[config.mk]
export PLATFORM = sky130hd
export DESIGN_NAME = dmwc_front
export DESIGN_NICKNAME = d
export VERILOG_FILES = /design/src/rtl/dmwc_pkg.sv /design/src/rtl/dmwc_front.sv
export SDC_FILE = /design/constraint.sdc
export NUM_CORES = 1
export LEC_CHECK = 0
export ABC_AREA = 1
export BUFFER_PORTS_ARGS = -buffer_cell sky130_fd_sc_hd__buf_2
export CORE_MARGIN = 8
export CORE_UTILIZATION = 56
export CTS_CLUSTER_DIAMETER = 40
export DETAILED_ROUTE_END_ITERATION = 10
export GPL_ROUTABILITY_DRIVEN = 0
export PLACE_DENSITY = 0.83
export RECOVER_POWER = 100
export SYNTH_ARGS = -nofsm -noshare
export SYNTH_HDL_FRONTEND = slang
export SYNTH_SLANG_ARGS = --single-unit
[constraint.sdc]
create_clock -name i_clk -period 9.55 [get_ports i_clk]
set_input_delay 1.4325 -clock i_clk [delete_from_list [all_inputs] [get_ports i_clk]]
set_output_delay 1.4325 -clock i_clk [all_outputs]
set_load 0.02 [all_outputs]
[src/rtl/dmwc_pkg.sv]
// Shared types, constants and codes for the direct-mapped write-back cache controller.
package dmwc_pkg;

    localparam int LINES_PER_REGION  = 64;
    localparam int BLOCKS_PER_LINE   = 8;
    localparam int SECTORS_PER_BLOCK = 8;
    localparam int REGION_COUNT      = 2;

    localparam int LINE_SECTORS = BLOCKS_PER_LINE * SECTORS_PER_BLOCK;
    localparam int SLOTS        = REGION_COUNT * LINES_PER_REGION;
    localparam int IDX_W        = $clog2(LINES_PER_REGION);
    localparam int SLOT_W       = $clog2(SLOTS);
    localparam int OFF_W        = $clog2(LINE_SECTORS);
    localparam int BLK_SH       = $clog2(SECTORS_PER_BLOCK);
    localparam int LBA_W        = 40;
    localparam int TAG_W        = LBA_W - OFF_W;
    localparam int CNT_W        = 12;
    localparam int PS_W         = 7;
    localparam int MASK_W       = 8;
    localparam int SECTOR_LIMIT = 63 * LINE_SECTORS;

    localparam logic [MASK_W-1:0] FULL_MASK = MASK_W'((1 << BLOCKS_PER_LINE) - 1);

    localparam logic [1:0] CMD_READ  = 2'd0;
    localparam logic [1:0] CMD_WRITE = 2'd1;
    localparam logic [1:0] CMD_FLUSH = 2'd2;
    localparam logic [1:0] CMD_NONE  = 2'd3;

    localparam logic [1:0] EV_NONE  = 2'd0;
    localparam logic [1:0] EV_WHOLE = 2'd1;
    localparam logic [1:0] EV_MERGE = 2'd2;

    localparam logic [1:0] FL_NONE  = 2'd0;
    localparam logic [1:0] FL_WHOLE = 2'd1;
    localparam logic [1:0] FL_MERGE = 2'd2;

    localparam logic [1:0] ERR_OK    = 2'd0;
    localparam logic [1:0] ERR_ALIGN = 2'd1;
    localparam logic [1:0] ERR_LONG  = 2'd2;

    typedef struct packed {
        logic [1:0]       command;
        logic             region;
        logic [LBA_W-1:0] request_lba;
        logic [CNT_W-1:0] sector_count;
    } t_req;

    typedef struct packed {
        logic [IDX_W-1:0]  line_index;
        logic [1:0]        evict_action;
        logic [TAG_W-1:0]  evict_line;
        logic [MASK_W-1:0] evict_mask;
        logic [1:0]        fill_action;
        logic [MASK_W-1:0] fill_mask;
        logic [LBA_W-1:0]  piece_lba;
        logic [PS_W-1:0]   piece_sectors;
        logic              piece_is_write;
        logic              last;
        logic [1:0]        error;
    } t_rsp;

    typedef enum logic [1:0] {
        JOB_RW,
        JOB_FLUSH,
        JOB_ERR
    } t_job_kind;

    typedef struct packed {
        t_job_kind        kind;
        logic             is_write;
        logic             region;
        logic [LBA_W-1:0] lba;
        logic [CNT_W-1:0] cnt;
        logic [1:0]       err;
    } t_job;

    typedef enum logic [2:0] {
        S_IDLE,
        S_READ,
        S_EMIT,
        S_ERR,
        S_FSCAN,
        S_FEMIT
    } t_state;

endpackage

[src/rtl/dmwc_front.sv]
// Front end: accepts request items, classifies them and queues jobs for the back end.
module dmwc_front import dmwc_pkg::*; (
    input  logic i_clk,
    input  logic i_rst_n,
    input  logic i_valid,
    output logic o_ready,
    input  t_req i_req,
    output logic o_job_valid,
    output t_job o_job,
    input  logic i_job_pop
);

    t_job       r_q [2];
    logic       r_wp;
    logic       r_rp;
    logic [1:0] r_count;

    t_job n_job;
    logic n_push;
    logic misaligned;
    logic acc;

    assign o_ready     = (r_count != 2'd2);
    assign acc         = i_valid && o_ready;
    assign misaligned  = (i_req.request_lba[BLK_SH-1:0] != '0);
    assign o_job_valid = (r_count != 2'd0);
    assign o_job       = r_q[r_rp];

    always_comb begin
        n_job          = '0;
        n_job.is_write = (i_req.command == CMD_WRITE);
        n_job.region   = i_req.region;
        n_job.lba      = i_req.request_lba;
        n_job.cnt      = i_req.sector_count;
        n_job.kind     = JOB_RW;
        n_job.err      = ERR_OK;
        n_push         = 1'b0;
        unique case (i_req.command)
            CMD_FLUSH: begin
                n_job.kind = JOB_FLUSH;
                n_push     = 1'b1;
            end
            CMD_NONE: begin
                n_push = 1'b0;
            end
            default: begin
                if (misaligned) begin
                    n_job.kind = JOB_ERR;
                    n_job.err  = ERR_ALIGN;
                    n_push     = 1'b1;
                end else if (i_req.sector_count == '0) begin
                    n_push = 1'b0;
                end else if (32'(i_req.sector_count) > SECTOR_LIMIT) begin
                    n_job.kind = JOB_ERR;
                    n_job.err  = ERR_LONG;
                    n_push     = 1'b1;
                end else begin
                    n_push = 1'b1;
                end
            end
        endcase
    end

    always_ff @(posedge i_clk) begin
        if (!i_rst_n) begin
            r_wp    <= 1'b0;
            r_rp    <= 1'b0;
            r_count <= 2'd0;
        end else begin
            if (acc && n_push) begin
                r_q[r_wp] <= n_job;
                r_wp      <= ~r_wp;
            end
            if (i_job_pop) begin
                r_rp <= ~r_rp;
            end
            r_count <= r_count + 2'((acc && n_push) ? 1 : 0) - 2'(i_job_pop ? 1 : 0);
        end
    end

endmodule

==> results of run 1 <==
-- where the power goes --
part,switching [W],total [W],internal (W)
clock,0.000213,0.000634,0.000421
sequential,0.0000156,0.000628,0.000613
combinational,0.0000794,0.000127,0.0000480
-- per-stage QoR --
| step | total power [W] | worst slack (ns) | hold WS (ns) |
|---|---|---|---|
| finish | 0.00139 | 4.76 | 0.509 |
| global route | 0.00143 | 4.53 | 0.539 |
| CTS | 0.00141 | 6.04 | 0.514 |
| detailed placement | 0.000779 | 6.35 | 0.505 |
| global placement | 0.000775 | 6.38 | 0.484 |
| floorplan | 0.000727 | 4.82 | 0.467 |
-- logic make-up (layout without fill, tap and decap cells) --
logic type / count (synthesis) / after routing / synth area share, %
AND/OR/NAND/NOR: 34 / 34 / 3.15
AO/OA/AOI/OAI: 4 / 4 / 0.488
flip-flops: 121 / 121 / 77.7
buffers and inverters: 17 / 163 / 1.95
multiplexers: 58 / 58 / 15.8
XOR/XNOR: 2 / 2 / 0.380
adder cells (fa/ha/maj): 2 / 2 / 0.543
-- layout by cell type, fill, tap and decap left out, types with 2 or more instances in the layout --
master	synthesis	routed
edfxtp_1	116	116
clkbuf_1	0	81
buf_2	3	41
mux2_2	38	37
mux2_1	0	20
clkbuf_16	0	16
nor2_1	16	15
nand2_1	11	11
inv_1	11	10
dfxtp_1	5	5
bufinv_16	0	4
clkinvlp_4	0	4
nand3_1	2	3
clkinv_2	0	3
nand4_1	2	2
o21ai_0	2	2
xnor2_1	2	2
clkinv_1	0	2
ha_1	2	2
-- per-layer routing --
| metal | wire, um | vias to the layer above | share of wire [%] | GRT usage [%] |
|---|---|---|---|---|
| li1 | - | 1170 | - | - |
| met1 | 3490 | 1240 | 39 | 17.0 |
| met2 | 4540 | 104 | 51 | 26.4 |
| met3 | 708 | 10 | 8.0 | 6.18 |
| met4 | 123 | 0 | 1.4 | 7.14 |
| met5 | 0 | - | 0 | 0 |
-- how the worst max path moves through the flow --
stage	slack (ns)	depth (start not counted)	start	endpoint
final	4.76	2	flip-flop	o_job[19]
after global routing	4.53	2	flip-flop	o_job[19]
after CTS	6.04	2	flip-flop	o_job[14]
after detailed placement	6.35	7	i_req[0]	r_q[1][34]$_DFFE_PP_
after global placement	6.38	7	i_req[1]	r_q[1][34]$_DFFE_PP_
after floorplan	4.82	3	i_valid	r_q[1][0]$_DFFE_PP_
-- registers in the layout (all words and copies together), names as in the netlist, named ones only --
name / cells
r_count: 2
r_q: 116
r_rp: 1
r_wp: 1
-- worst min-delay path: stages, from the launching register on --
cell     delay [ns]
dfxtp_1        0.32
inv_1          0.08
a21oi_1        0.06
-- final cells by class --
type                    instances  area share, %
repair buffers                120           8.76
well taps                     105           2.29
multi-input cells             100           15.2
flip-flops and latches        121           62.6
clock inverters                13           3.10
clock buffers                  19           7.36
inverters                      11          0.721
==> flow_summary.json, run 1 <==
{
  "syn_area_per_cell_um2": 19.4,
  "dieArea_um2": 11400,
  "htreeDepth": 4,
  "rr_worst_depth": 5,
  "fill_cells": 580,
  "crit_family": "flip-flops",
  "cp.arrival_ns": 3.36,
  "hold_depth": 2,
  "min_period_over_period_pct": 50.2,
  "yosys_warnings": 0,
  "ir_drop_uv": 180,
  "synth_area_leaders": "edfxtp_1 (76%), mux2_2 (9.3%), mux2_4 (6.5%)",
  "cts_resized": 0,
  "grt_pass1_wl_um": 13500,
  "yosys.cell_count.top_type": "edfxtp_1",
  "slew_headroom_pct": -121,
  "setup_viol": 0,
  "num_vias": 2524,
  "tritoncts": "built",
  "ys_seq_area_share_pct": 77.7,
  "hold_viol_final": 0,
  "start_kind": "flip-flop",
  "p_per_area_nw_per_um2": 243,
  "synth_edf_count": 116,
  "drt-pass1-iter-count": 4,
  "area_growth_pct": 24.2,
  "antenna_cells": 0,
  "status": "finished, violations left",
  "dp_hpwl_um": 5660,
  "antenna_found_initial": 0,
  "fmax_mhz": 209,
  "grt_usage_pct": 15.6,
  "grt_max_degree": 59,
  "hold_start": "r_count[1]$_SDFF_PN0_",
  "holdBufCountCts": 0,
  "crit_chain": "mux2_2 -> clkbuf_1",
  "final_area_um2": 5730,
  "synthTopCellsByCount": "edfxtp_1 (116), mux2_2 (38), mux2_4 (20), nor2_1 (16)",
  "cp_max_fo": 58,
  "syn_nets": 299,
  "numPortBuffers": 118,
  "die_y_um": 107,
  "post_cts_buffers": 0,
  "grt_pass1_vias": 2774,
  "dp_cells": 457,
  "cts_sinks": 121,
  "cts_buffers": 17,
  "fin_setup_tns_ns": 0,
  "hold_end": "r_count[1]$_SDFF_PN0_",
  "rsz0062_at_grt": "false",
  "coreArea_um2": 8090,
  "crit_path_max_incr_delay_ns": 2.08,
  "clk_latency_ns": 0.49,
  "clkSlewWorstSetupHoldPaths_ns": 0.05,
  "min_path_type": "flip-flop to flip-flop",
  "async_flop_share_pct": 0,
  "clk_root_buffer_cell": "clkbuf_8",
  "routedWlPerCell_um": 18.1,
  "drtIter0Drc": 163,
  "drc": 0,
  "r2r-start": "r_count[0]$_SDFF_PN0_",
  "wl_um": 8860,
  "gr-total-overflow": 0,
  "worstSetupPathType": "flip-flop to primary output",
  "leakage_nw": 2.01,
  "ant_nets": 0,
  "drv_cap": 3,
  "slew_viol_final": 177,
  "cp.required_ns": 8.12,
  "layout_min_cycle_time_ns": 4.79,
  "finalNonFillerCells": 489,
  "placed_cell_area_um2": 5310,
  "failed_checks": "capacitance limit, slew limit",
  "crit_path_top_delay_cell": "dfxtp_1",
  "multi_input_area_um2": 870,
  "path_buf_inv": 1,
  "worstMarginPinSlew_ns": 3.32,
  "fin_nets": 432,
  "ff2ff_setup_slack_ns": 5.79,
  "end_kind": "primary output",
  "syn_area_um2": 4610,
  "fin_skew_ns": 0.00806,
  "ys_ff_latch": 121,
  "drive_above_1_share_pct": 28.4,
  "synth_flop_cell": "edfxtp_1",
  "die_w_um": 107,
  "syn_inst": 238,
  "fin_util_pct": 70.8,
  "r2r_end": "r_q[1][19]$_DFFE_PP_",
  "start_util_pct": 57.0,
  "yosys.area.top_type": "edfxtp_1",
  "clockBufferDepth": 2,
  "io_pins": 119,
  "ys_types": 19,
  "synth_top_cell_area_share_pct": 75.5,
  "via_per_inst": 5.16,
  "rows": 33,
  "seq_area_um2": 3580
}
Power figures use the tool's default switching activity.
==> run 2: changes to the inputs <==
--- a/config.mk
+++ b/config.mk
@@ -8,11 +8,11 @@
 export ABC_AREA = 1
 export BUFFER_PORTS_ARGS = -buffer_cell sky130_fd_sc_hd__buf_2
 export CORE_MARGIN = 8
-export CORE_UTILIZATION = 56
+export CORE_UTILIZATION = 52
 export CTS_CLUSTER_DIAMETER = 40
 export DETAILED_ROUTE_END_ITERATION = 10
 export GPL_ROUTABILITY_DRIVEN = 0
-export PLACE_DENSITY = 0.83
+export PLACE_DENSITY = 0.78
 export RECOVER_POWER = 100
 export SYNTH_ARGS = -nofsm -noshare
 export SYNTH_HDL_FRONTEND = slang
==> constraint.sdc (replaced) <==
create_clock -name i_clk -period 4.7 [get_ports i_clk]
set_input_delay 0.705 -clock i_clk [delete_from_list [all_inputs] [get_ports i_clk]]
set_output_delay 0.705 -clock i_clk [all_outputs]
set_load 0.02 [all_outputs]
==> run 2 against run 1 <==
Power grew 100%; largest cell class unchanged; wire length decreased by 3.4%; via count down 2.7%; worst hold slack worse by 0.11 ns; critical path type is now primary input to flip-flop; die area grew 6.5%; the run still ends with capacitance limit, slew limit left; register-to-register slack lost 4.4 ns; clock-buffer cell count is 2 lower; clock power grew 99%; sequential cell count did not move.
==> flow_summary.json, run 2 (synthesis results as in run 1) <==
{
  "grt_pass1_vias": 2700,
  "drc": 0,
  "slew_headroom_pct": -17.2,
  "dieArea_um2": 12100,
  "numPortBuffers": 118,
  "cp.arrival_ns": 3.49,
  "worstSetupPathType": "primary input to flip-flop",
  "grt_max_degree": 59,
  "largest_reg_flops": 116,
  "clk_root_buffer_cell": "clkbuf_8",
  "min_period_over_period_pct": 72.3,
  "coreArea_um2": 8680,
  "cp.required_ns": 4.79,
  "met3_usage_pct": 4.36,
  "drtIter0Drc": 146,
  "htreeDepth": 4,
  "cp_max_fo": 32,
  "dp_hpwl_um": 5820,
  "start_kind": "primary input",
  "clk_latency_ns": 0.49,
  "end_kind": "flip-flop",
  "routedWlPerCell_um": 17.4,
  "final_cell_mix": "edfxtp_1 (116), clkbuf_1 (79), buf_2 (42)",
  "grt_usage_pct": 14.2,
  "cts_sinks": 121,
  "finalNonFillerCells": 493,
  "place_ws_ns": 1.95,
  "fin_setup_tns_ns": 0,
  "top_regs": "r_q (116), r_count (2)",
  "dp_cells": 461,
  "via_per_inst": 4.98,
  "drive_above_1_share_pct": 28.8,
  "hold_viol_final": 0,
  "timing.hold.ws_ns": 0.401,
  "area_growth_pct": 24.1,
  "use_met1_pct": 16.8,
  "grt_pass1_wl_um": 13000,
  "final_common_cell": "edfxtp_1",
  "status": "finished, violations left",
  "rows": 34,
  "leakage_nw": 2.03,
  "gr-total-overflow": 0,
  "fin_skew_ns": 0.00406,
  "antenna_cells": 0,
  "worstMarginPinSlew_ns": 1.76,
  "top_usage_layer": "met2",
  "fin_nets": 433,
  "setup_viol": 0,
  "die_y_um": 110,
  "ir_drop_uv": 267,
  "failed_checks": "capacitance limit, slew limit",
  "placed_cell_area_um2": 5320,
  "wl_um": 8570,
  "post_cts_buffers": 0,
  "rsz0062_at_grt": "false",
  "p_per_area_nw_per_um2": 488,
  "final_area_um2": 5720,
  "slew_viol_final": 60,
  "io_pins": 119,
  "drv_cap": 2,
  "rr_worst_depth": 5,
  "antenna_found_initial": 0,
  "layout_min_cycle_time_ns": 3.40,
  "grt_use_met2_pct": 23.6,
  "num_vias": 2457,
  "clkSlewWorstSetupHoldPaths_ns": 0.06,
  "hold_depth": 1,
  "clockBufferDepth": 2,
  "ant_nets": 0,
  "cts_resized": 0,
  "tritoncts": "built",
  "top_register": "r_q",
  "holdBufCountCts": 0,
  "drt-pass1-iter-count": 4,
  "cts_buffers": 17,
  "start_util_pct": 53.1,
  "fin_ws_ns": 1.30,
  "fmax_mhz": 294,
  "die_w_um": 110,
  "min_path_type": "primary input to flip-flop"
}
-- run 2: cell count changes in the layout (fill, tap and decap cells not counted), moves of 2 or more --
cell        before  now
inv_6            0    2
mux2_2          37   35
clkinvlp_4       4    2
clkbuf_1        81   79
clkinv_4         1    4
-- run 2: through the flow --
stage | total power (W) | utilization [%]
2_1_floorplan | 0.00148 | -
3_3_place_gp | 0.00158 | 61.3
3_5_place_dp | 0.00158 | 61.3
4_1_cts | 0.00285 | 68.1
5_1_grt | 0.00289 | 66.0
6_report | 0.00279 | 66.0
-- run 2: worst max-delay path, cell delays in order --
cell and delay (ns):
clkbuf_1 0.12, or2_0 0.18, nor2_1 0.08, nand3_1 0.12
nand4_1 0.13, inv_1 0.96, clkbuf_1 1.17
-- run 2: final cells by class --
class	instances	area, um2
clock inverter	15	176
inverter	11	41.3
clock buffer	17	414
tap	108	135
sequential	121	3580
fill	677	2950
multi-input combinational	100	866
timing repair buffer	121	507
-- run 2: per-layer routing --
layer	wire length [um]	part of all wire [%]
met1	3580	42
met2	4260	50
met3	619	7.2
met4	106	1.2
met5	0	0
-- run 2: final timing paths --
path	start	slack [ns]	to
hold reg to reg	r_count[1]$_SDFF_PN0_	0.51	r_count[1]$_SDFF_PN0_
setup / recovery	i_req[0]	1.30	r_q[0][48]$_DFFE_PP_
hold / removal	i_req[52]	0.40	r_q[1][54]$_DFFE_PP_
setup reg to reg	r_count[0]$_SDFF_PN0_	1.36	r_q[0][48]$_DFFE_PP_
-- run 2: report_power, final --
part	total, W	switching [W]	internal [W]
clock	0.00126	0.000456	0.000808
sequential	0.00127	0.0000312	0.00124
combinational	0.000255	0.000159	0.0000951
